[config.mk]
export PLATFORM = sky130hd
export DESIGN_NAME = banked_cartridge_mapper_rtc_top
export DESIGN_NICKNAME = d
export VERILOG_FILES = /design/src/sv/bcm_pkg.sv /design/src/sv/banked_cartridge_mapper_rtc_top.sv
export SDC_FILE = /design/constraint.sdc
export NUM_CORES = 1
export LEC_CHECK = 0
export ABC_AREA = 1
export BUFFER_PORTS_ARGS = -buffer_cell sky130_fd_sc_hd__buf_2
export CAP_MARGIN = 20
export CORE_MARGIN = 2
export CORE_UTILIZATION = 44
export DETAILED_ROUTE_END_ITERATION = 8
export PLACE_DENSITY = 0.6
export SYNTH_ARGS = -nofsm -noshare
export SYNTH_HDL_FRONTEND = slang
export SYNTH_SLANG_ARGS = --single-unit
[constraint.sdc]
create_clock -name i_clk -period 5.9 [get_ports i_clk]
set_clock_uncertainty 0.1 [all_clocks]
set_input_delay 0.59 -clock i_clk [delete_from_list [all_inputs] [get_ports i_clk]]
set_output_delay 0.59 -clock i_clk [all_outputs]
set_load 0.01 [all_outputs]
[src/sv/bcm_pkg.sv]
// Shared types and constants for the banked cartridge mapper with clock.
// No dependencies; imported by banked_cartridge_mapper_rtc_top.
package bcm_pkg;

    localparam int ROM_WINDOW_BYTES = 16384;
    localparam int RAM_WINDOW_BYTES = 8192;
    localparam int ROM_OFS_W        = $clog2(ROM_WINDOW_BYTES);
    localparam int RAM_OFS_W        = $clog2(RAM_WINDOW_BYTES);
    localparam int ROM_BANK_W       = 7;
    localparam int MAP_ADDR_W       = 21;
    localparam int CFG_IDX_W        = 1;

    typedef enum logic [2:0] {
        OP_ROM_READ  = 3'd0,
        OP_CTRL_WR   = 3'd1,
        OP_RAM_READ  = 3'd2,
        OP_RAM_WRITE = 3'd3,
        OP_TICK      = 3'd4
    } t_opcode;

    typedef enum logic [2:0] {
        ST_OK       = 3'd0,
        ST_OOB      = 3'd1,
        ST_DISABLED = 3'd2,
        ST_NO_RAM   = 3'd3,
        ST_NO_CLOCK = 3'd4,
        ST_BAD_SEL  = 3'd5
    } t_status;

    typedef enum logic [1:0] {
        TGT_NONE  = 2'd0,
        TGT_ROM   = 2'd1,
        TGT_RAM   = 2'd2,
        TGT_CLOCK = 2'd3
    } t_target;

    typedef enum logic [CFG_IDX_W-1:0] {
        CFG_HAS_RAM   = 1'b0,
        CFG_HAS_CLOCK = 1'b1
    } t_cfg_idx;

    // control write regions, address bits 14:13 below 0x8000
    localparam logic [1:0] CTL_ENABLE = 2'd0;
    localparam logic [1:0] CTL_ROMBNK = 2'd1;
    localparam logic [1:0] CTL_RAMSEL = 2'd2;
    localparam logic [1:0] CTL_LATCH  = 2'd3;

    localparam logic [3:0] ENABLE_KEY = 4'hA;

    localparam logic [3:0] RTC_SEC  = 4'h8;
    localparam logic [3:0] RTC_MIN  = 4'h9;
    localparam logic [3:0] RTC_HOUR = 4'hA;
    localparam logic [3:0] RTC_DAYL = 4'hB;
    localparam logic [3:0] RTC_CTRL = 4'hC;

    localparam logic [5:0] SEC_MAX  = 6'd59;
    localparam logic [5:0] MIN_MAX  = 6'd59;
    localparam logic [4:0] HOUR_MAX = 5'd23;
    localparam logic [8:0] DAY_MAX  = 9'd511;

    typedef struct packed {
        logic [5:0] seconds;
        logic [5:0] minutes;
        logic [4:0] hours;
        logic [8:0] days;
        logic       halted;
        logic       overflowed;
    } t_clock;

    typedef struct packed {
        t_status                 status;
        t_target                 target;
        logic [MAP_ADDR_W-1:0]   mapped_address;
        logic [7:0]              read_data;
    } t_result;

endpackage

[src/sv/banked_cartridge_mapper_rtc_top.sv]
// Banked ROM/RAM cartridge mapper with real time clock: top level.
// Depends on bcm_pkg.
//
// Each input transaction (ROM read, control write, RAM/clock access or
// one-second tick) is decoded combinationally against the bank and clock
// registers and its one result is placed in an output register; one
// transaction can be taken every cycle while o_in_stall is low. A skid
// register behind the output lets one further transaction in while a result
// is stalled; o_in_stall rises only when both are full. Configuration writes
// (has_ram, has_clock) are always ready and must be issued while idle.
module banked_cartridge_mapper_rtc_top
    import bcm_pkg::*;
(
    input  logic                  i_clk,
    input  logic                  i_rst_n,
    input  logic                  i_in_valid,
    output logic                  o_in_stall,
    input  logic [2:0]            i_opcode,
    input  logic [15:0]           i_address,
    input  logic [7:0]            i_write_data,
    output logic                  o_out_valid,
    input  logic                  i_out_stall,
    output logic [2:0]            o_status,
    output logic [1:0]            o_target,
    output logic [MAP_ADDR_W-1:0] o_mapped_address,
    output logic [7:0]            o_read_data,
    input  logic                  i_cfg_valid,
    output logic                  o_cfg_ready,
    input  logic [CFG_IDX_W-1:0]  i_cfg_index,
    input  logic                  i_cfg_data
);

    logic                  r_has_ram, r_has_clock;
    logic                  r_access_enable, n_access_enable;
    logic [ROM_BANK_W-1:0] r_rom_bank, n_rom_bank;
    logic [3:0]            r_ram_sel, n_ram_sel;
    logic [7:0]            r_latch_last, n_latch_last;
    t_clock                r_live, n_live;
    t_clock                r_latched, n_latched;

    logic    r_ov, r_sv;
    t_result r_out, r_skid;
    t_result w_res;

    logic    w_acc, w_take;
    t_clock  w_tick;
    logic    w_sec_c, w_min_c, w_hour_c;
    logic    w_ram_bank, w_rtc_reg;
    logic [7:0] w_rtc_rd;

    assign w_acc      = i_in_valid && !o_in_stall;
    assign w_take     = r_ov && !i_out_stall;
    assign o_in_stall = r_sv;
    assign o_cfg_ready = 1'b1;

    assign w_ram_bank = (r_ram_sel[3:2] == 2'b00);
    assign w_rtc_reg  = (r_ram_sel >= RTC_SEC) && (r_ram_sel <= RTC_CTRL);

    // one-second advance of the live clock
    always_comb begin
        w_tick   = r_live;
        w_sec_c  = (r_live.seconds == SEC_MAX);
        w_min_c  = (r_live.minutes == MIN_MAX);
        w_hour_c = (r_live.hours == HOUR_MAX);
        w_tick.seconds = w_sec_c ? '0 : r_live.seconds + 6'd1;
        if (w_sec_c) begin
            w_tick.minutes = w_min_c ? '0 : r_live.minutes + 6'd1;
            if (w_min_c) begin
                w_tick.hours = w_hour_c ? '0 : r_live.hours + 5'd1;
                if (w_hour_c) begin
                    w_tick.days = r_live.days + 9'd1;
                    if (r_live.days == DAY_MAX) begin
                        w_tick.overflowed = 1'b1;
                    end
                end
            end
        end
    end

    always_comb begin
        unique case (r_ram_sel)
            RTC_SEC:  w_rtc_rd = {2'b00, r_latched.seconds};
            RTC_MIN:  w_rtc_rd = {2'b00, r_latched.minutes};
            RTC_HOUR: w_rtc_rd = {3'b000, r_latched.hours};
            RTC_DAYL: w_rtc_rd = r_latched.days[7:0];
            default:  w_rtc_rd = {r_latched.overflowed, r_latched.halted, 5'b00000,
                                  r_latched.days[8]};
        endcase
    end

    always_comb begin
        n_access_enable = r_access_enable;
        n_rom_bank      = r_rom_bank;
        n_ram_sel       = r_ram_sel;
        n_latch_last    = r_latch_last;
        n_live          = r_live;
        n_latched       = r_latched;
        w_res.status         = ST_OK;
        w_res.target         = TGT_NONE;
        w_res.mapped_address = '0;
        w_res.read_data      = '0;
        unique case (i_opcode)
            OP_ROM_READ: begin
                if (i_address[15]) begin
                    w_res.status = ST_OOB;
                end else if (!i_address[14]) begin
                    w_res.target         = TGT_ROM;
                    w_res.mapped_address = MAP_ADDR_W'(i_address);
                end else begin
                    w_res.target         = TGT_ROM;
                    w_res.mapped_address = {r_rom_bank, i_address[ROM_OFS_W-1:0]};
                end
            end
            OP_CTRL_WR: begin
                if (i_address[15]) begin
                    w_res.status = ST_OOB;
                end else begin
                    unique case (i_address[14:13])
                        CTL_ENABLE: n_access_enable = (i_write_data[3:0] == ENABLE_KEY);
                        CTL_ROMBNK: n_rom_bank = (i_write_data[6:0] == '0) ?
                                                 ROM_BANK_W'(1) : i_write_data[6:0];
                        CTL_RAMSEL: n_ram_sel = i_write_data[3:0];
                        default: begin
                            if (r_latch_last == 8'h00 && i_write_data == 8'h01) begin
                                n_latched = r_live;
                            end
                            n_latch_last = i_write_data;
                        end
                    endcase
                end
            end
            OP_RAM_READ, OP_RAM_WRITE: begin
                priority if (!r_access_enable) begin
                    w_res.status = ST_DISABLED;
                end else if (i_address[15:RAM_OFS_W] != '0) begin
                    w_res.status = ST_OOB;
                end else if (w_ram_bank) begin
                    if (!r_has_ram) begin
                        w_res.status = ST_NO_RAM;
                    end else begin
                        w_res.target         = TGT_RAM;
                        w_res.mapped_address = MAP_ADDR_W'({r_ram_sel[1:0],
                                                            i_address[RAM_OFS_W-1:0]});
                    end
                end else if (w_rtc_reg) begin
                    if (!r_has_clock) begin
                        w_res.status = ST_NO_CLOCK;
                    end else begin
                        w_res.target = TGT_CLOCK;
                        if (i_opcode == OP_RAM_READ) begin
                            w_res.read_data = w_rtc_rd;
                        end else begin
                            unique case (r_ram_sel)
                                RTC_SEC:  n_live.seconds = i_write_data[5:0];
                                RTC_MIN:  n_live.minutes = i_write_data[5:0];
                                RTC_HOUR: n_live.hours   = i_write_data[4:0];
                                RTC_DAYL: n_live.days[7:0] = i_write_data;
                                default: begin
                                    n_live.days[8]    = i_write_data[0];
                                    n_live.halted     = i_write_data[6];
                                    n_live.overflowed = i_write_data[7];
                                end
                            endcase
                        end
                    end
                end else begin
                    w_res.status = ST_BAD_SEL;
                end
            end
            OP_TICK: begin
                if (!r_live.halted) begin
                    n_live = w_tick;
                end
            end
            default: begin
            end
        endcase
    end

    always_ff @(posedge i_clk) begin
        if (!i_rst_n) begin
            r_has_ram       <= 1'b1;
            r_has_clock     <= 1'b1;
            r_access_enable <= 1'b0;
            r_rom_bank      <= ROM_BANK_W'(1);
            r_ram_sel       <= '0;
            r_latch_last    <= 8'hFF;
            r_live          <= '0;
            r_latched       <= '0;
        end else begin
            if (i_cfg_valid && o_cfg_ready) begin
                unique case (i_cfg_index)
                    CFG_HAS_RAM:   r_has_ram   <= i_cfg_data;
                    default:       r_has_clock <= i_cfg_data;
                endcase
            end
            if (w_acc) begin
                r_access_enable <= n_access_enable;
                r_rom_bank      <= n_rom_bank;
                r_ram_sel       <= n_ram_sel;
                r_latch_last    <= n_latch_last;
                r_live          <= n_live;
                r_latched       <= n_latched;
            end
        end
    end

    // output register with skid
    always_ff @(posedge i_clk) begin
        if (!i_rst_n) begin
            r_ov <= 1'b0;
            r_sv <= 1'b0;
        end else if (r_sv) begin
            if (w_take) begin
                r_sv <= 1'b0;
            end
        end else if (w_acc) begin
            if (!r_ov || w_take) begin
                r_ov <= 1'b1;
            end else begin
                r_sv <= 1'b1;
            end
        end else if (w_take) begin
            r_ov <= 1'b0;
        end
    end

    always_ff @(posedge i_clk) begin
        if (r_sv) begin
            if (w_take) begin
                r_out <= r_skid;
            end
        end else if (w_acc) begin
            if (!r_ov || w_take) begin
                r_out <= w_res;
            end else begin
                r_skid <= w_res;
            end
        end
    end

    assign o_out_valid      = r_ov;
    assign o_status         = r_out.status;
    assign o_target         = r_out.target;
    assign o_mapped_address = r_out.mapped_address;
    assign o_read_data      = r_out.read_data;

    a_skid_needs_out: assert property (@(posedge i_clk) disable iff (!i_rst_n)
        r_sv |-> r_ov)
        else $error("skid full with output register empty");

    a_rom_bank_nonzero: assert property (@(posedge i_clk) disable iff (!i_rst_n)
        r_rom_bank != '0)
        else $error("ROM bank register holds zero");

    a_rom_bank_write: assert property (@(posedge i_clk) disable iff (!i_rst_n)
        (w_acc && i_opcode == OP_CTRL_WR && i_address[15:13] == 3'b001)
        |=> (r_rom_bank == (($past(i_write_data[6:0]) == '0) ?
                            ROM_BANK_W'(1) : $past(i_write_data[6:0]))))
        else $error("ROM bank write not taken");

    a_mapped_only_ok: assert property (@(posedge i_clk) disable iff (!i_rst_n)
        (r_ov && r_out.target != TGT_NONE) |-> (r_out.status == ST_OK))
        else $error("target given with an error status");

    a_halted_tick: assert property (@(posedge i_clk) disable iff (!i_rst_n)
        (w_acc && i_opcode == OP_TICK && r_live.halted) |=> $stable(r_live))
        else $error("halted clock advanced");

endmodule

-- After elaboration in Yosys (flattened, before gate mapping)
Index checks and enable logic that the tools add are counted.
- input bits: 34
- logic and storage cells: 172
- output and inout bits: 37
- bits in registers: 148
- mux-type cells: 59
- bitwise operators: 5
- reduce and logical (&&, ||, !) cells: 39
- $lt $le $gt $ge: 2
- add/sub/neg operators: 4
- equality and inequality tests: 34
- operator list (operator ; count):
    two-way mux 28 bit ; 7
    two-way mux 34 bit ; 4
    two-way mux 31 bit ; 2
    one-hot mux 28 bit (2 select lines) ; 1
    two-way mux 8 bit ; 6
    two-way mux 23 bit ; 2
    one-hot mux 23 bit (2 select lines) ; 1
    two-way mux 21 bit ; 2
    one-hot mux 8 bit (4 select lines) ; 1
    AND reduction 13 bit ; 2
    two-way mux 6 bit ; 4
    != test 2 bit, second input constant ; 12
    == test 4 bit, second input constant ; 5
    two-way mux 20 bit ; 1
    AND reduction 4 bit ; 4
    two-way mux 5 bit ; 3
    two-way mux 14 bit ; 1
    AND reduction 14 bit ; 1
    two-way mux 1 bit ; 13
    adder 6 x 1 -> 6 bit, second input constant ; 2
    == test 6 bit, second input constant ; 2
    two-way mux 3 bit ; 4
    != test 2 x 1 -> 1 bit, second input constant ; 6
    AND reduction 12 bit ; 1
    35 further kinds ; 56

-- Depth between registers and ports, before layout
- depth in word-level cells: 12
- depth in mapped cells: 12

-- Least setup slack after synthesis
OpenSTA, ideal clock, no wires.
- path type: input-to-reg
- start: in i_in_valid
- end: reg r_out, in the netlist o_mapped_address[0], enable pin
- required time: 5.363 ns
- cell stages on the path: 4
- arrival: 2.504 ns
- path buffers: 0
- slack: 2.859 ns
- cells stage by stage: nand2_4 inv_1 a21oi_1 a21oi_1
- cells in the longest elaborated chain, start to end: 3
- ends and longest elaborated chain (what ; line ; source):
    start: declaration ; banked_cartridge_mapper_rtc_top.sv:16 ; input logic i_in_valid,
    logical AND 1 bit ; banked_cartridge_mapper_rtc_top.sv:51 ; assign w_acc = i_in_valid && !o_in_stall;
    nonzero test 2 bit (no source line) ; n/a ;
    AND reduction 3 bit (no source line) ; n/a ;
    end signal: assignment ; banked_cartridge_mapper_rtc_top.sv:231 ; r_out <= r_skid;
    end signal: assignment ; banked_cartridge_mapper_rtc_top.sv:235 ; r_out <= w_res;
    end: declaration ; banked_cartridge_mapper_rtc_top.sv:42 ; t_result r_out, r_skid;
No other way between the ends.
A chain may end at the register's enable or synchronous reset.

-- Worst setup path in the final report
- start: reg r_sv, in the netlist o_in_stall
- end: reg r_live[23] (netlist bit)
- cells in the longest elaborated chain, start to end: 3
- ends and longest elaborated chain (what ; line ; source):
    start: declaration ; banked_cartridge_mapper_rtc_top.sv:41 ; logic r_ov, r_sv;
    start signal: assignment ; banked_cartridge_mapper_rtc_top.sv:212 ; r_sv <= 1'b0;
    start signal: assignment ; banked_cartridge_mapper_rtc_top.sv:215 ; r_sv <= 1'b0;
    start signal: assignment ; banked_cartridge_mapper_rtc_top.sv:221 ; r_sv <= 1'b1;
    zero test 1 bit ; banked_cartridge_mapper_rtc_top.sv:51 ;
    logical AND 1 bit ; banked_cartridge_mapper_rtc_top.sv:51 ;
    AND reduction 10 bit (no source line) ; n/a ;
    end signal: assignment ; banked_cartridge_mapper_rtc_top.sv:202 ; r_live <= n_live;
    end: declaration ; banked_cartridge_mapper_rtc_top.sv:38 ; t_clock r_live, n_live;
No other way between the ends.

==> summary.txt <==
Outcome
  • Run status: finished clean

Clock tree
  • Cts-stage hold buffer count: 0
  • Total number of clock tree sinks: 148
  • Resized Gates After CTS: 0
  • Maximum number of buffers from clock root to sink: 2
  • Clock slew seen by the registers of the worst setup and hold paths: 0.06 ns
  • Number of buffers created by CTS: 17
  • CTS root buffer: clkbuf_16
  • Clk Latency, worst-skew pair: 0.42 ns
  • H-Tree Depth: 4
  • Clock tree from TritonCTS: built
  • Setup Buffers After CTS: 0

Detailed routing
  • Count of vias placed by the detailed router: 6,207
  • Antenna violation net count after detailed routing: 0
  • First-pass DRT Iterations: 6
  • Drt wl/cell: 14.0 µm
  • DRC violation total after the first TritonRoute iteration: 492
  • DRC Markers: 0
  • Final wirelength: 17,600 µm
  • Vias per cell: 4.97

Synthesis
  • Top-count cell post-synth: nand2_1
  • Share of synthesized registers carrying an async set or reset: 0%
  • Largest cells by area after synthesis: edfxtp_1 (28%), dfxtp_1 (22%), nand2_1 (15%)
  • Netlist cell types: 39
  • Number of enable flip-flop cells after synthesis: 68
  • Predominant post-synthesis flop cell: dfxtp_1
  • Seq cells post-synth: 148
  • Share of Yosys cell area claimed by the top area cell type: 28.1%
  • Arithmetic-cell share of the synthesized area counting full adders, half adders and majority gates: 0.862%
  • Yosys synthesis warning count: 0
  • Area fraction in compound gates after synthesis: 6.51%
  • Cell area after synthesis: 7260 µm²
  • Part of the Yosys area used for sequential elements: 50.2%
  • Post-Syn Area per Cell: 7.55 µm²
  • Combinational family with the most area after synthesis: simple AND/OR/NAND/NOR gates
  • Commonest cells post-synth: nand2_1 (291), nor2_1 (175), inv_1 (86)
  • Multiplexer fraction of the synthesized cell area: 0%
  • Number of instances in the synthesized netlist: 962
  • XOR/XNOR Fraction of Synth Area: 0.845%
  • Largest area contributor in the netlist: edfxtp_1
  • Post-Synth Simple-Gate Area: 34.4%
  • Post-synth net total: 1,001

GRT
  • Number of antenna violations at the first check in global routing: 0
  • Maximum number of pins on one net before global-route repair: 50
  • Global-route total usage across every layer: 20.6%
  • Global route overflow: 0
  • Number of global-route vias before repair: 5,701
  • Global-route wire length before repair: 29,000 µm

Layout
  • Area growth from synthesis to layout: 15.9%
  • Share of post-route cells with drive strength above 1: 13.7%
  • Fraction of the core area covered by cells at the end of the flow: 52.6%
  • Combined area of the multi-input logic cells: 3130 µm²
  • # nets final: 1,060
  • Flip-flop and latch area: 3640 µm²
  • Inserted Diodes: 0
  • Number of fillers in the final layout: 1,655

Setup path
  • Setup crit start kind: flop
  • Critical Path End Type: flop
  • Critical Path RT: 6.12 ns
  • Worst path most repeated cell: nor2_1
  • Largest stage delay on the critical path: 0.49 ns
  • Critical Path AT: 2.65 ns
  • Type of the worst setup path: reg2reg
  • Register-to-register setup slack: 3.47 ns
  • Highest-delay cell along the critical path: inv_2
  • FF-to-FF path depth: 8
  • Critical Path, Cell by Cell: inv_2 > nand2_4 > a21oi_2 > nand3_1 > nor2_4 > nand2_1 > nor2_1 > nor2_1
  • Worst-path fanout max: 39

Placed design
  • Final HPWL from detailed placement: 12,700 µm
  • Final Wtd Congestion: 0.882
  • Count of buffers from port buffering: 69

Worst hold path
  • Hold Path Depth: 3
  • Path category of the worst min-delay check: in2reg

STA
  • RSZ-0062 raised after global routing: false
  • Setup-violating endpoint count in the final report: 0
  • Final Hold Viols: 0
  • Final period utilization: 41.3%
  • Slew Viols, Final: 0
  • Max-slew headroom at the worst pin: 36.3%
  • Min Clock Period, post-route: 2.43 ns
  • Upper clock frequency limit: 0.411 GHz
  • Setup Total Neg Slack: 0 ns
  • Worst slew pin tran: 0.953 ns

Die
  • Die extent in y: 132 µm
  • X dimension of the die: 132 µm
  • Area of the die: 17,500 µm²
  • Starting Density: 45.4%
  • Area of the core region: 16,000 µm²
  • Placement row count: 46
  • I/O pin cnt: 71

Pwr
  • Power per cell area: 280 nW/µm²
  • Reported leakage power: 3.72 nW
  • Worst VDD drop: 0.188 mV

Job
  • Count of max-cap constraint violations: 0
-- registers in the layout (all words and copies together) (netlist names), 2 cells and up --
signal / cells
o_mapped_address: 21
o_read_data: 8
o_status: 3
o_target: 2
r_latch_last: 8
r_latched: 28
r_live: 28
r_ram_sel: 4
r_rom_bank: 7
r_skid: 34
-- where the power goes --
part / internal [mW] / switching [mW] / leakage [nW]
Sequential: 1.10 / 0.0111 / 1.34
Combinational: 0.0488 / 0.113 / 2.09
Clock: 0.633 / 0.453 / 0.287
-- worst paths after layout --
check / start / endpoint
hold reg to reg: r_latch_last[4] / r_latch_last[4]
setup / recovery: o_in_stall / r_live[23]
hold / removal: i_write_data[6] / r_latch_last[6]
setup reg to reg: o_in_stall / r_live[23]
-- metrics by stage --
stage	setup WS, ns	std cells	instance area (µm²)	total power, mW	hold WS (ns)
after floorplan	2.86	962	7260	1.23	0.330
after global placement	3.18	1215	7760	1.29	0.359
after global routing	3.17	1250	8420	2.44	0.322
after detailed placement	3.11	1215	7760	1.29	0.354
after CTS	3.10	1247	8360	2.37	0.285
final	3.47	1250	8420	2.36	0.298
-- metal layers --
metal | wire length (µm) | vias up | GRT usage, %
met4 | 347 | 0 | 7.05
met5 | 0 | - | 0
met3 | 889 | 24 | 3.72
met2 | 7800 | 174 | 31.8
li1 | - | 3231 | -
met1 | 8520 | 2778 | 29.3
-- kinds of logic (layout without fill, tap and decap cells) --
group / Yosys count / after routing
XOR/XNOR: 7 / 7
AND/OR/NAND/NOR: 586 / 586
buffers and inverters: 128 / 200
AO/OA/AOI/OAI: 87 / 87
adder cells (fa/ha/maj): 5 / 5
flip-flops: 148 / 148
other: 1 / 1
-- final cells by class --
type	instances	share of cell area, %
Clock buffer	17	5.06
Clock inverter	15	2.02
Inverter	92	4.10
Multi-Input combinational cell	686	37.1
Sequential cell	148	43.3
Tap cell	216	3.21
Timing Repair Buffer	76	5.17
-- layout by cell type (no fill, tap or decap), types with 2 or more instances in the layout --
cell type / synthesis / layout
nand2_1: 291 / 291
nor2_1: 175 / 174
inv_1: 86 / 86
dfxtp_1: 80 / 80
buf_2: 11 / 69
edfxtp_1: 68 / 68
nand3_1: 47 / 47
o21ai_0: 43 / 43
nand4_1: 38 / 38
a21oi_1: 28 / 27
clkbuf_16: 0 / 18
nor2_2: 12 / 12
nor3_1: 7 / 6
inv_2: 5 / 5
o211ai_1: 5 / 5
xor2_1: 5 / 5
ha_1: 5 / 5
inv_6: 0 / 5
nor2_4: 3 / 4
clkinv_4: 0 / 4
buf_4: 3 / 4
a31oi_1: 3 / 3
nand3b_1: 3 / 3
o31ai_1: 2 / 2
o22ai_1: 2 / 2
or2_2: 2 / 2
nand3_2: 2 / 2
nor3_2: 2 / 2
xnor2_1: 2 / 2
clkinvlp_4: 0 / 2
bufinv_16: 0 / 2
-- critical path: cells and delay by family (launching register included) --
| kind | cells | cell delay [ns] |
|---|---|---|
| flops | 1 | 0.32 |
| compound gates | 1 | 0.24 |
| buf+inv | 1 | 0.49 |
| simple gates | 6 | 1.19 |
(Power assumes the default switching activity.)
